[config.mk]
export PLATFORM = sky130hd
export DESIGN_NAME = fcsm_queue
export DESIGN_NICKNAME = d
export VERILOG_FILES = /design/src/design/flash_command_state_machine_assert.svh /design/src/design/fcsm_pkg.sv /design/src/design/fcsm_queue.sv
export SDC_FILE = /design/constraint.sdc
export NUM_CORES = 1
export LEC_CHECK = 0
export ABC_AREA = 1
export BUFFER_PORTS_ARGS = -buffer_cell sky130_fd_sc_hd__buf_2
export CORE_MARGIN = 5
export CORE_UTILIZATION = 49
export CTS_BUF_LIST = sky130_fd_sc_hd__clkbuf_8
export CTS_CLUSTER_DIAMETER = 30
export DETAILED_ROUTE_END_ITERATION = 8
export GPL_TIMING_DRIVEN = 0
export PLACE_DENSITY = 0.75
export SLEW_MARGIN = 5
export SYNTH_ARGS = -nofsm -noshare
export SYNTH_HDL_FRONTEND = slang
export SYNTH_SLANG_ARGS = --single-unit
[constraint.sdc]
create_clock -name clock -period 7 [get_ports clock]
set_clock_uncertainty 0.1 [all_clocks]
set_input_delay 1.75 -clock clock [delete_from_list [all_inputs] [get_ports clock]]
set_output_delay 1.75 -clock clock [all_outputs]
set_load 0.1 [all_outputs]
[src/design/flash_command_state_machine_assert.svh]
// Assertion macros shared by the flash command interface modules.
// Needs a clock named clock and an active-high reset named reset in scope.
`ifndef FLASH_COMMAND_STATE_MACHINE_ASSERT_SVH
`define FLASH_COMMAND_STATE_MACHINE_ASSERT_SVH

// Check that cond_a in a cycle implies cond_b in the same cycle.
`define FCSM_ASSERT_IMPL(label, cond_a, cond_b) \
   label: assert property (@(posedge clock) disable iff (reset) (cond_a) |-> (cond_b)) \
      else $error("flash command interface check failed");

// Check that a condition never holds.
`define FCSM_ASSERT_NEVER(label, cond_a) \
   label: assert property (@(posedge clock) disable iff (reset) !(cond_a)) \
      else $error("flash command interface check failed");

`endif

[src/design/fcsm_pkg.sv]
// Shared types and constants of the flash command interface.
// No dependencies; imported by every module of the block but fcsm_ram.
package fcsm_pkg;

   localparam int ADDR_W     = 17;
   localparam int DATA_W     = 16;
   localparam int BUF_DEPTH  = 32;
   localparam int BUF_AW     = 5;
   localparam int BUF_CNT_W  = 6;
   localparam int QUEUE_DEPTH = 2;
   localparam int CSR_IDX_W  = 2;
   localparam int CSR_DATA_W = 8;

   // Command bytes (low byte of a write)
   localparam logic [7:0] CMD_PROG_A     = 8'h40;
   localparam logic [7:0] CMD_PROG_B     = 8'h10;
   localparam logic [7:0] CMD_BUF_PROG   = 8'hE8;
   localparam logic [7:0] CMD_STATUS     = 8'h70;
   localparam logic [7:0] CMD_ARRAY_A    = 8'h50;
   localparam logic [7:0] CMD_ARRAY_B    = 8'hFF;
   localparam logic [7:0] CMD_READ_ID    = 8'h90;
   localparam logic [7:0] CMD_ERASE      = 8'h20;
   localparam logic [7:0] CMD_CONFIRM    = 8'hD0;

   localparam logic [DATA_W-1:0] STATUS_READY = 16'h0080;
   localparam logic [DATA_W-1:0] ERASED_WORD  = 16'hFFFF;

   // Configuration register indexes and reset values
   localparam logic [CSR_IDX_W-1:0] CSR_WORD_MODE = 2'd0;
   localparam logic [CSR_IDX_W-1:0] CSR_MAKER     = 2'd1;
   localparam logic [CSR_IDX_W-1:0] CSR_PART      = 2'd2;
   localparam logic [7:0] MAKER_RESET = 8'd137;
   localparam logic [7:0] PART_RESET  = 8'd160;

   typedef enum logic [2:0] {
      CLS_NONE   = 3'd0,
      CLS_PROG   = 3'd1,
      CLS_BUF    = 3'd2,
      CLS_STATUS = 3'd3,
      CLS_ARRAY  = 3'd4,
      CLS_ID     = 3'd5,
      CLS_ERASE  = 3'd6
   } cmd_cls_type;

   // One decoded access, handed from the front to the back
   typedef struct packed {
      logic              is_write;
      logic [DATA_W-1:0] write_data;
      logic [ADDR_W-1:0] where;
      logic [ADDR_W-1:0] base;
      cmd_cls_type       cls;
      logic              confirm;
   } access_type;

   typedef struct packed {
      logic       word_mode;
      logic [7:0] maker_code;
      logic [7:0] part_code;
   } cfg_type;

endpackage

[src/design/fcsm_queue.sv]
// Short queue of decoded accesses between the front and the back.
// Depends on fcsm_pkg.
module fcsm_queue import fcsm_pkg::*; (
   input  logic       clock,
   input  logic       reset,
   input  logic       push_valid,
   output logic       push_ready,
   input  access_type push_entry,
   output logic       pop_valid,
   input  logic       pop_ready,
   output access_type pop_entry
);

   localparam int PTR_W = $clog2(QUEUE_DEPTH);
   localparam int CNT_W = $clog2(QUEUE_DEPTH + 1);

   access_type       slot_ff [QUEUE_DEPTH];
   logic [PTR_W-1:0] wr_ptr_ff, wr_ptr_in;
   logic [PTR_W-1:0] rd_ptr_ff, rd_ptr_in;
   logic [CNT_W-1:0] count_ff, count_in;
   logic             do_push;
   logic             do_pop;

   assign push_ready = (count_ff != CNT_W'(QUEUE_DEPTH));
   assign pop_valid  = (count_ff != '0);
   assign pop_entry  = slot_ff[rd_ptr_ff];
   assign do_push    = push_valid && push_ready;
   assign do_pop     = pop_valid && pop_ready;

   // Advance pointers and fill level
   always_comb begin
      wr_ptr_in = wr_ptr_ff;
      rd_ptr_in = rd_ptr_ff;
      count_in  = count_ff;
      if (do_push) begin
         wr_ptr_in = (wr_ptr_ff == PTR_W'(QUEUE_DEPTH - 1)) ? '0 : wr_ptr_ff + 1'b1;
      end
      if (do_pop) begin
         rd_ptr_in = (rd_ptr_ff == PTR_W'(QUEUE_DEPTH - 1)) ? '0 : rd_ptr_ff + 1'b1;
      end
      if (do_push && !do_pop) begin
         count_in = count_ff + 1'b1;
      end else if (do_pop && !do_push) begin
         count_in = count_ff - 1'b1;
      end
   end

   always_ff @(posedge clock) begin
      if (reset) begin
         wr_ptr_ff <= '0;
         rd_ptr_ff <= '0;
         count_ff  <= '0;
      end else begin
         wr_ptr_ff <= wr_ptr_in;
         rd_ptr_ff <= rd_ptr_in;
         count_ff  <= count_in;
      end
      if (do_push) begin
         slot_ff[wr_ptr_ff] <= push_entry;
      end
   end

endmodule

==> results.sh <==
export IMPL_synth_net_count=268
export IMPL_core_area_um2=8810
export IMPL_cellLeakagePower_uw=0.00226
export IMPL_synth_area_top_cells="edfxtp_1 74%, mux2_4 17%, buf_12 2.2%"
export IMPL_min_period_ps=3540
export IMPL_num_vias=2284
export IMPL_die_y_um=105
export IMPL_setup_slack_ps=3460
export IMPL_hpwl_um=5320
export IMPL_status="finished clean"
export IMPL_cts_tree="yes"
export IMPL_p_per_area_nw_per_um2=478
export IMPL_grt_pass1_wl_um=12100
export IMPL_dpl_cell_area_um2=5260
export IMPL_grt_usage_pct=14.1
export IMPL_die_area_um2=11100
export IMPL_maxCapViolCount=0
export IMPL_setup_viol_count_final=0
export IMPL_n_antenna_cell=0
export IMPL_critPathMaxFanout=10
export IMPL_required_ps=5150
export IMPL_syn_inst=208
export IMPL_rows=34
export IMPL_worstHoldPathCells=2
export IMPL_r2r_slack_ps=4880
export IMPL_root_buffer="clkbuf_8"
export IMPL_startpoint_type="flop"
export IMPL_ios=116
export IMPL_r2r_start="count_ff[0]$_SDFFE_PP0P_"
export IMPL_max_freq_ghz=0.282
export IMPL_layout_common_cells="115 x buf_2, 110 x edfxtp_1, 50 x mux2_4, 17 x clkbuf_8"
export IMPL_holdCritStartpoint="rd_ptr_ff$_SDFFE_PP0P_"
export IMPL_worst_pin_slew_ps=897
export IMPL_yosysSeqAreaShare_pct=76.3
export IMPL_rr_worst_depth=5
export IMPL_place_ws_ps=3550
export IMPL_numPortBuffers=115
export IMPL_cts_made_buffers=17
export IMPL_initial_core_util_pct=50.7
export IMPL_grt_max_degree=30
export IMPL_drive_gt1_share_pct=58.9
export IMPL_vias_per_cell=4.90
export IMPL_ant_nets=0
export IMPL_drtIter0Drc=85
export IMPL_first_global_vias=2442
export IMPL_synth_top_area_share_pct=74.1
export IMPL_worstSetupEndpointType="output pin"
export IMPL_first_pass_iters=4
export IMPL_overflow=0
export IMPL_area_growth_pct=27.0
export IMPL_place_congestion=0.671
export IMPL_clock_path_buffers=2
export IMPL_finalSetupTns_ps=0
export IMPL_cts_sinks=115
export IMPL_stdcell_area_um2=5660
export IMPL_route_detailed_drc=0
export IMPL_yosysWarnings=0
export IMPL_slew_viol_final=0
export IMPL_vdd_drop_max_mv=0.310
export IMPL_syn_area_per_cell_um2=21.4
export IMPL_relSlewSlack_pct=40.0
export IMPL_synth_cell_area_um2=4460
export IMPL_final_common_cell="buf_2"
export IMPL_cts_hold_buffers=0
export IMPL_synth_seq_cells=115
export IMPL_clk_latency_ps=400
export IMPL_antenna_found_initial=0
export IMPL_postCtsSetupRepairBufs=0
export IMPL_nNetsFinal=405
export IMPL_wl_per_cell_um=16.5
export IMPL_report_final_hold_viol_count=0
export IMPL_clkTransAtPathRegs_ps=60
export IMPL_hp_class="flop to flop"
export IMPL_min_to="rd_ptr_ff$_SDFFE_PP0P_"
export IMPL_cts_resized=0
export IMPL_cp_arrival_ps=1690
export IMPL_routed_wirelength_um=7680
export IMPL_rsz0062_at_grt="no"
export IMPL_crit_type="flop to output pin"
export IMPL_synth_top_area_cell="edfxtp_1"
export IMPL_reg2reg_to="slot_ff[1][30]$_DFFE_PP_"
export IMPL_fp_dieW_um=105
export IMPL_min_period_over_period_pct=50.6
export IMPL_synthDistinctLibCells=14
export IMPL_cts_htree_levels=4
==> worst max path at each step <==
stage / slack, ps / to / cells after the start
after global placement: 910 / slot_ff[1][31]$_DFFE_PP_ / 3
final: 3460 / pop_entry[8] / 4
after detailed placement: 3550 / slot_ff[1][33]$_DFFE_PP_ / 4
after floorplan: 2230 / slot_ff[0][0]$_DFFE_PP_ / 2
after CTS: 3410 / pop_entry[11] / 4
after global routing: 3360 / pop_entry[11] / 4
==> Yosys cell counts <==
master      n
ha_1        1
nand4_1     1
dfxtp_1     5
nand2_1     9
mux2_2      5
nor2_1      7
buf_12      5
nand3_1     2
o21ai_0     2
inv_1       8
edfxtp_1  110
mux2_4     50
buf_6       1
a21oi_1     2
==> metrics by stage <==
step / utilization, % / cells / hold WS (ps) / total power, uW
global route: 64.3 / 466 / 432 / 2810
global placement: 58.7 / 431 / 379 / 2090
CTS: 64.3 / 466 / 420 / 2740
floorplan: - / 208 / 365 / 1950
finish: 64.3 / 466 / 422 / 2710
detailed placement: 59.7 / 434 / 405 / 2130
==> worst max-delay path: stages, from the launching register on <==
cell     delay [ps]
dfxtp_1         320
buf_6           200
buf_12          170
mux2_4          310
buf_2           290
==> cells by family after synthesis <==
group,after synthesis,synth area share [%]
flops,115,76.3
mux,55,18.1
simple gates,19,1.71
compound gates,4,0.449
buf+inv,14,3.17
fa+ha+maj,1,0.280
==> layer usage <==
layer,up-vias,wire [um],global-route usage (%),part of all wire [%]
met5,-,0,0,0
met2,91,3960,23.8,52
met4,0,18,3.94,0.23
li1,1076,-,-,-
met3,2,586,6.23,7.6
met1,1115,3120,16.5,41
==> state kept, by name (all words and copies together), names as in the netlist, named ones only <==
signal     count
wr_ptr_ff      1
rd_ptr_ff      1
slot_ff      110
count_ff       2
==> final cells by class <==
class	instances	area, um^2
plain buffers	6	111
clock buffers	17	234
clock inverters	15	168
fillers	624	3140
inverters	8	30.0
multi-input cells	79	931
flip-flops and latches	115	3400
well taps	108	135
repair buffers	118	651
==> where the power goes <==
group / internal, uW / switching (uW) / total (uW)
sequential: 870 / 26.0 / 896
combinational: 282 / 921 / 1200
clock: 348 / 261 / 609
total: 1500 / 1210 / 2710
Note: power is estimated with default switching activity, not from simulation.
