**config.mk**
```make
export PLATFORM = sky130hd
export DESIGN_NAME = fcsm_front
export DESIGN_NICKNAME = d
export VERILOG_FILES = /design/src/design/flash_command_state_machine_assert.svh /design/src/design/fcsm_pkg.sv /design/src/design/fcsm_front.sv
export SDC_FILE = /design/constraint.sdc
export NUM_CORES = 1
export LEC_CHECK = 0
export BUFFER_PORTS_ARGS = -buffer_cell sky130_fd_sc_hd__buf_4
export CAP_MARGIN = 25
export CORE_ASPECT_RATIO = 1.75
export CORE_MARGIN = 5
export CORE_UTILIZATION = 45
export CTS_CLUSTER_SIZE = 40
export DETAILED_ROUTE_END_ITERATION = 16
export HOLD_SLACK_MARGIN = 0.12
export PLACE_DENSITY = 0.7
export SLEW_MARGIN = 0
export SYNTH_ARGS = -nofsm -noshare
export SYNTH_HDL_FRONTEND = slang
export SYNTH_SLANG_ARGS = --single-unit
```
**constraint.sdc**
```tcl
create_clock -name clock -period 3.94 [get_ports clock]
set_input_delay 0.788 -clock clock [delete_from_list [all_inputs] [get_ports clock]]
set_output_delay 0.788 -clock clock [all_outputs]
set_load 0.05 [all_outputs]
```
**src/design/flash_command_state_machine_assert.svh**
```systemverilog
// Assertion macros shared by the flash command interface modules.
// Needs a clock named clock and an active-high reset named reset in scope.
`ifndef FLASH_COMMAND_STATE_MACHINE_ASSERT_SVH
`define FLASH_COMMAND_STATE_MACHINE_ASSERT_SVH

// Check that cond_a in a cycle implies cond_b in the same cycle.
`define FCSM_ASSERT_IMPL(label, cond_a, cond_b) \
   label: assert property (@(posedge clock) disable iff (reset) (cond_a) |-> (cond_b)) \
      else $error("flash command interface check failed");

// Check that a condition never holds.
`define FCSM_ASSERT_NEVER(label, cond_a) \
   label: assert property (@(posedge clock) disable iff (reset) !(cond_a)) \
      else $error("flash command interface check failed");

`endif

```
**src/design/fcsm_pkg.sv**
```systemverilog
// Shared types and constants of the flash command interface.
// No dependencies; imported by every module of the block but fcsm_ram.
package fcsm_pkg;

   localparam int ADDR_W     = 17;
   localparam int DATA_W     = 16;
   localparam int BUF_DEPTH  = 32;
   localparam int BUF_AW     = 5;
   localparam int BUF_CNT_W  = 6;
   localparam int QUEUE_DEPTH = 2;
   localparam int CSR_IDX_W  = 2;
   localparam int CSR_DATA_W = 8;

   // Command bytes (low byte of a write)
   localparam logic [7:0] CMD_PROG_A     = 8'h40;
   localparam logic [7:0] CMD_PROG_B     = 8'h10;
   localparam logic [7:0] CMD_BUF_PROG   = 8'hE8;
   localparam logic [7:0] CMD_STATUS     = 8'h70;
   localparam logic [7:0] CMD_ARRAY_A    = 8'h50;
   localparam logic [7:0] CMD_ARRAY_B    = 8'hFF;
   localparam logic [7:0] CMD_READ_ID    = 8'h90;
   localparam logic [7:0] CMD_ERASE      = 8'h20;
   localparam logic [7:0] CMD_CONFIRM    = 8'hD0;

   localparam logic [DATA_W-1:0] STATUS_READY = 16'h0080;
   localparam logic [DATA_W-1:0] ERASED_WORD  = 16'hFFFF;

   // Configuration register indexes and reset values
   localparam logic [CSR_IDX_W-1:0] CSR_WORD_MODE = 2'd0;
   localparam logic [CSR_IDX_W-1:0] CSR_MAKER     = 2'd1;
   localparam logic [CSR_IDX_W-1:0] CSR_PART      = 2'd2;
   localparam logic [7:0] MAKER_RESET = 8'd137;
   localparam logic [7:0] PART_RESET  = 8'd160;

   typedef enum logic [2:0] {
      CLS_NONE   = 3'd0,
      CLS_PROG   = 3'd1,
      CLS_BUF    = 3'd2,
      CLS_STATUS = 3'd3,
      CLS_ARRAY  = 3'd4,
      CLS_ID     = 3'd5,
      CLS_ERASE  = 3'd6
   } cmd_cls_type;

   // One decoded access, handed from the front to the back
   typedef struct packed {
      logic              is_write;
      logic [DATA_W-1:0] write_data;
      logic [ADDR_W-1:0] where;
      logic [ADDR_W-1:0] base;
      cmd_cls_type       cls;
      logic              confirm;
   } access_type;

   typedef struct packed {
      logic       word_mode;
      logic [7:0] maker_code;
      logic [7:0] part_code;
   } cfg_type;

endpackage

```
**src/design/fcsm_front.sv**
```systemverilog
// Front end: accepts bus accesses, reduces the address to a word offset and
// block base, decodes the command byte. Depends on fcsm_pkg.
module fcsm_front import fcsm_pkg::*; #(
   parameter int ARRAY_WORDS = 65536,
   parameter int BLOCK_WORDS = 4096
) (
   input  logic              clock,
   input  logic              reset,
   input  logic              word_mode,
   input  logic              hold,
   input  logic              req_valid,
   output logic              req_ready,
   input  logic              req_is_write,
   input  logic [ADDR_W-1:0] req_address,
   input  logic [DATA_W-1:0] req_write_data,
   output logic              push_valid,
   output access_type        push_entry,
   input  logic              push_ready
);

   localparam int RECIP_W = 19;
   localparam int DIV_W   = 25;
   localparam int PROD_W  = ADDR_W + RECIP_W;
   localparam int QN_W    = ADDR_W + DIV_W;
   localparam int A_SH    = ADDR_W + $clog2(ARRAY_WORDS);
   localparam int B_SH    = ADDR_W + $clog2(BLOCK_WORDS);
   localparam logic [RECIP_W-1:0] A_RECIP = RECIP_W'((64'd1 << A_SH) / ARRAY_WORDS);
   localparam logic [RECIP_W-1:0] B_RECIP = RECIP_W'((64'd1 << B_SH) / BLOCK_WORDS);
   localparam logic [DIV_W-1:0]   A_DIV   = DIV_W'(ARRAY_WORDS);
   localparam logic [DIV_W-1:0]   B_DIV   = DIV_W'(BLOCK_WORDS);

   typedef enum logic [7:0] {
      F_IDLE = 8'b0000_0001,
      F_AMUL = 8'b0000_0010,
      F_AMOD = 8'b0000_0100,
      F_ARED = 8'b0000_1000,
      F_BMUL = 8'b0001_0000,
      F_BMOD = 8'b0010_0000,
      F_BRED = 8'b0100_0000,
      F_PUSH = 8'b1000_0000
   } fstate_type;

   fstate_type         fstate_ff, fstate_in;
   logic [ADDR_W-1:0]  x_ff, x_in;
   logic [PROD_W-1:0]  prod_ff, prod_in;
   logic [ADDR_W-1:0]  qn_ff, qn_in;
   access_type         ent_ff, ent_in;

   logic               use_a;
   logic [RECIP_W-1:0] recip;
   logic [DIV_W-1:0]   div;
   logic [ADDR_W-1:0]  quot;
   logic [QN_W-1:0]    qn_full;
   logic [ADDR_W-1:0]  rem_raw;
   logic [ADDR_W-1:0]  rem;

   function automatic cmd_cls_type classify(input logic [7:0] code);
      cmd_cls_type cls;
      cls = CLS_NONE;
      case (code)
         CMD_PROG_A, CMD_PROG_B:   cls = CLS_PROG;
         CMD_BUF_PROG:             cls = CLS_BUF;
         CMD_STATUS:               cls = CLS_STATUS;
         CMD_ARRAY_A, CMD_ARRAY_B: cls = CLS_ARRAY;
         CMD_READ_ID:              cls = CLS_ID;
         CMD_ERASE:                cls = CLS_ERASE;
         default:                  cls = CLS_NONE;
      endcase
      return cls;
   endfunction

   // Constant-divisor remainder: reciprocal multiply, back-multiply, one fixup
   assign use_a   = (fstate_ff == F_AMUL) || (fstate_ff == F_AMOD) || (fstate_ff == F_ARED);
   assign recip   = use_a ? A_RECIP : B_RECIP;
   assign div     = use_a ? A_DIV : B_DIV;
   assign quot    = use_a ? ADDR_W'(prod_ff >> A_SH) : ADDR_W'(prod_ff >> B_SH);
   assign qn_full = QN_W'(quot) * QN_W'(div);
   assign rem_raw = x_ff - qn_ff;
   assign rem     = (DIV_W'(rem_raw) >= div) ? rem_raw - ADDR_W'(div) : rem_raw;

   assign req_ready  = (fstate_ff == F_IDLE) && !hold;
   assign push_valid = (fstate_ff == F_PUSH);
   assign push_entry = ent_ff;

   // Sequence the address reduction
   always_comb begin
      fstate_in = fstate_ff;
      x_in      = x_ff;
      prod_in   = prod_ff;
      qn_in     = qn_ff;
      ent_in    = ent_ff;
      case (fstate_ff)
         F_IDLE: begin
            if (req_valid && req_ready) begin
               x_in = word_mode ? {1'b0, req_address[ADDR_W-1:1]} : req_address;
               ent_in.is_write   = req_is_write;
               ent_in.write_data = req_write_data;
               ent_in.cls        = classify(req_write_data[7:0]);
               ent_in.confirm    = (req_write_data[7:0] == CMD_CONFIRM);
               fstate_in = F_AMUL;
            end
         end
         F_AMUL: begin
            prod_in   = PROD_W'(x_ff) * PROD_W'(recip);
            fstate_in = F_AMOD;
         end
         F_AMOD: begin
            qn_in     = qn_full[ADDR_W-1:0];
            fstate_in = F_ARED;
         end
         F_ARED: begin
            x_in         = rem;
            ent_in.where = rem;
            fstate_in    = F_BMUL;
         end
         F_BMUL: begin
            prod_in   = PROD_W'(x_ff) * PROD_W'(recip);
            fstate_in = F_BMOD;
         end
         F_BMOD: begin
            qn_in     = qn_full[ADDR_W-1:0];
            fstate_in = F_BRED;
         end
         F_BRED: begin
            ent_in.base = ent_ff.where - rem;
            fstate_in   = F_PUSH;
         end
         F_PUSH: begin
            if (push_ready) begin
               fstate_in = F_IDLE;
            end
         end
         default: fstate_in = F_IDLE;
      endcase
   end

   always_ff @(posedge clock) begin
      if (reset) begin
         fstate_ff <= F_IDLE;
      end else begin
         fstate_ff <= fstate_in;
      end
      x_ff    <= x_in;
      prod_ff <= prod_in;
      qn_ff   <= qn_in;
      ent_ff  <= ent_in;
   end

endmodule

```
==> results.yml <==
clock_tree:
  htree_levels: 3
  cts_tree: "built"
  cts.clk_slew.worst_paths_ps: 60
  numCtsBuffers: 9
  cts.sink_count: 90
  root_buffer: "clkbuf_16"
  insertion_delay_ps: 340
  ctsHoldBuffers: 0
  clockBufferDepth: 2
timing:
  setup_ws_ps: 59.88
  rsz0062_at_grt: "yes"
  fmax_ghz: 0.2577
  hold_violations: 0
  final.setup_skew_ps: 7.214
  slew_headroom_pct: 50.41
  layout_min_cycle_time_ps: 3880
  finalSetupViolations: 0
  worstMarginPinSlew_ps: 743.1
  fin_crit_sh_pct: 98.48
  hold_ws_ps: 436.7
  final-max-slew-violation-count: 0
  setup_tns_ps: 0
detailed_routing:
  dr.pass1.iters: 4
  drt_first_iter_violations: 191
  drt_wl_total_um: 10320
  drtAntennaViolNets: 0
  drc: 0
  num_vias: 3370
  wl_per_cell_um: 16.25
  viasPerCell: 5.307
yosys:
  synthMostInstantiatedCell: "edfxtp_1"
  yosysUniqueCellTypes: 57
  syn_area_um2: 4674
  synth.top_cells.by_count: "edfxtp_1, nor2_1, nand2_1"
  synth-seq-cells: 90
  syn-instance-count: 402
  yosys_warnings: 0
  yosys.area.top_type: "edfxtp_1"
  synth_top_area_share_pct: 52.68
  syn_area_per_cell_um2: 11.63
  syn_nets: 463
  synth_ff_type: "edfxtp_1"
  yosysSeqAreaShare_pct: 56.10
  synthTopCellsByArea: "edfxtp_1, ha_1, mux2i_1"
  synth_edf_count: 82
  async_flop_share_pct: 0
status:
  status: "finished clean"
placed_design:
  pre_cts_ws_ps: -52.88
  place_area_um2: 5552
  io_buffers: 96
  place_congestion: 0.8496
  hpwlAfterDp_um: 7917
setup_path:
  reg2regPathDepth: 16
  critPathCapture: "push_entry[20]$_DFFE_PP_"
  endpoint_kind: "register"
  r2r-start: "x_ff[13]$_DFFE_PP_"
  reg2reg_to: "push_entry[20]$_DFFE_PP_"
  reg2reg_slack_ps: 60
  arrival_ps: 3970
  critical_path.max_fanout: 3
  worstSetupPathType: "register to register"
  crit_required_ps: 4030
  startpoint_type: "register"
  critPathLaunch: "x_ff[13]$_DFFE_PP_"
die:
  core_um2: 10240
  initial_core_util_pct: 45.66
  ios: 97
  rows: 49
  die_height_um: 144.8
  die_w_um: 87.05
  die_area_um2: 12610
final_layout:
  stdcell_area_um2: 5966
  final_nets: 564
  diodes: 0
  syn2layout_area_growth_pct: 27.62
  drive_above_1_share_pct: 29.72
  fillerInstances: 878
global_routing:
  antenna_found_initial: 0
  grt_usage_pct: 17.38
  grt_pass1_wl_um: 16820
  gr-total-overflow: 0
  grt_max_degree: 38
  grt_pass1_vias: 3540
power:
  finalPower_uw: 2253
  ir_drop_mv: 0.3338
  p_leak_uw: 0.002387
  power.density_nw_per_um2: 377.6
job:
  max_cap_viol_count: 0
hold_path:
  hold_path_class: "register to register"
==> routing by layer <==
metal | GRT usage, % | vias to the layer above | wire [um]
li1 | - | 1661 | -
met3 | 4.193 | 12 | 624
met1 | 18.65 | 1610 | 3878
met2 | 32.08 | 87 | 5623
met4 | 6.979 | 0 | 189
met5 | 0 | - | 0
==> worst max-delay path: stages, from the launching register on <==
cell	delay, ps
edfxtp_1	440
ha_4	320
o211ai_1	180
a21boi_4	230
nor2_2	60
xnor2_1	150
ha_1	320
nor4bb_4	180
nand4_1	180
a221oi_4	300
a211o_2	170
o211a_1	190
xnor2_2	140
ha_1	290
o21a_1	140
a221oi_4	270
xnor2_1	80
==> state kept, by name, indices dropped and copies added, names as in the netlist <==
signal and flops:
push_entry 55, prod_ff 5, x_ff 17, fstate_ff 8
qn_ff 5
==> cell families after synthesis <==
logic type	share of synthesized area, %
buf+inv	4.309
flops	56.10
fa+ha+maj	6.022
compound gates	10.20
xor+xnor	5.059
mux	4.497
simple gates	13.81
==> cells in the final DEF, fill, tap and decap left out, drive strengths merged, types with 4 or more instances in the layout <==
| cell type | instances |
|---|---|
| buf | 113 |
| edfxtp | 82 |
| nor2 | 40 |
| nand2 | 31 |
| inv | 26 |
| o21ai | 22 |
| mux2i | 21 |
| xnor2 | 20 |
| ha | 20 |
| a21oi | 13 |
| clkbuf | 11 |
| nor4 | 9 |
| dfxtp | 8 |
| xor2 | 7 |
| nand3 | 6 |
| and2 | 5 |
| nor2b | 5 |
| o21a | 5 |
| a211oi | 5 |
| nand2b | 4 |
| nor3 | 4 |
==> cell type report <==
type                    instances  area [um2]  area share (%)
clock buffers                  11       232.7           3.901
clock inverters                 5       55.05          0.9228
inverters                      26       97.59           1.636
multi-input cells             263        1951           32.70
flip-flops and latches         90        2623           43.96
well taps                     127       158.9           2.664
repair buffers                113       848.3           14.22
==> timing repair <==
| item | CTS | global route |
|---|---|---|
| gates resized for setup | 2 | 9 |
| setup buffers | 3 | 2 |
| setup endpoints to repair | 1 | 2 |
| pin swaps | 3 | 9 |
==> worst min path at each step <==
stage | slack, ps | endpoint | start | cells past startpoint
floorplan | 430 | prod_ff[29]$_DFFE_PP_ | x_ff[12]$_DFFE_PP_ | 0
global route | 450 | qn_ff[16]$_DFFE_PP_ | prod_ff[33]$_DFFE_PP_ | 0
CTS | 440 | qn_ff[16]$_DFFE_PP_ | prod_ff[33]$_DFFE_PP_ | 0
finish | 440 | qn_ff[16]$_DFFE_PP_ | prod_ff[33]$_DFFE_PP_ | 0
detailed placement | 410 | qn_ff[16]$_DFFE_PP_ | prod_ff[33]$_DFFE_PP_ | 0
global placement | 400 | qn_ff[16]$_DFFE_PP_ | prod_ff[33]$_DFFE_PP_ | 0
==> power breakdown <==
group          internal (uW)  switching (uW)  leakage [uW]
Clock                    489             341      0.000137
Combinational            147             185       0.00143
Sequential              1080            14.6      0.000817
==> metrics by stage <==
stage	instances	utilization (%)
after floorplan	402	-
after global placement	614	54.22
after detailed placement	614	54.22
after CTS	633	57.41
after global routing	635	58.27
final	635	58.27
(Power assumes the default switching activity.)
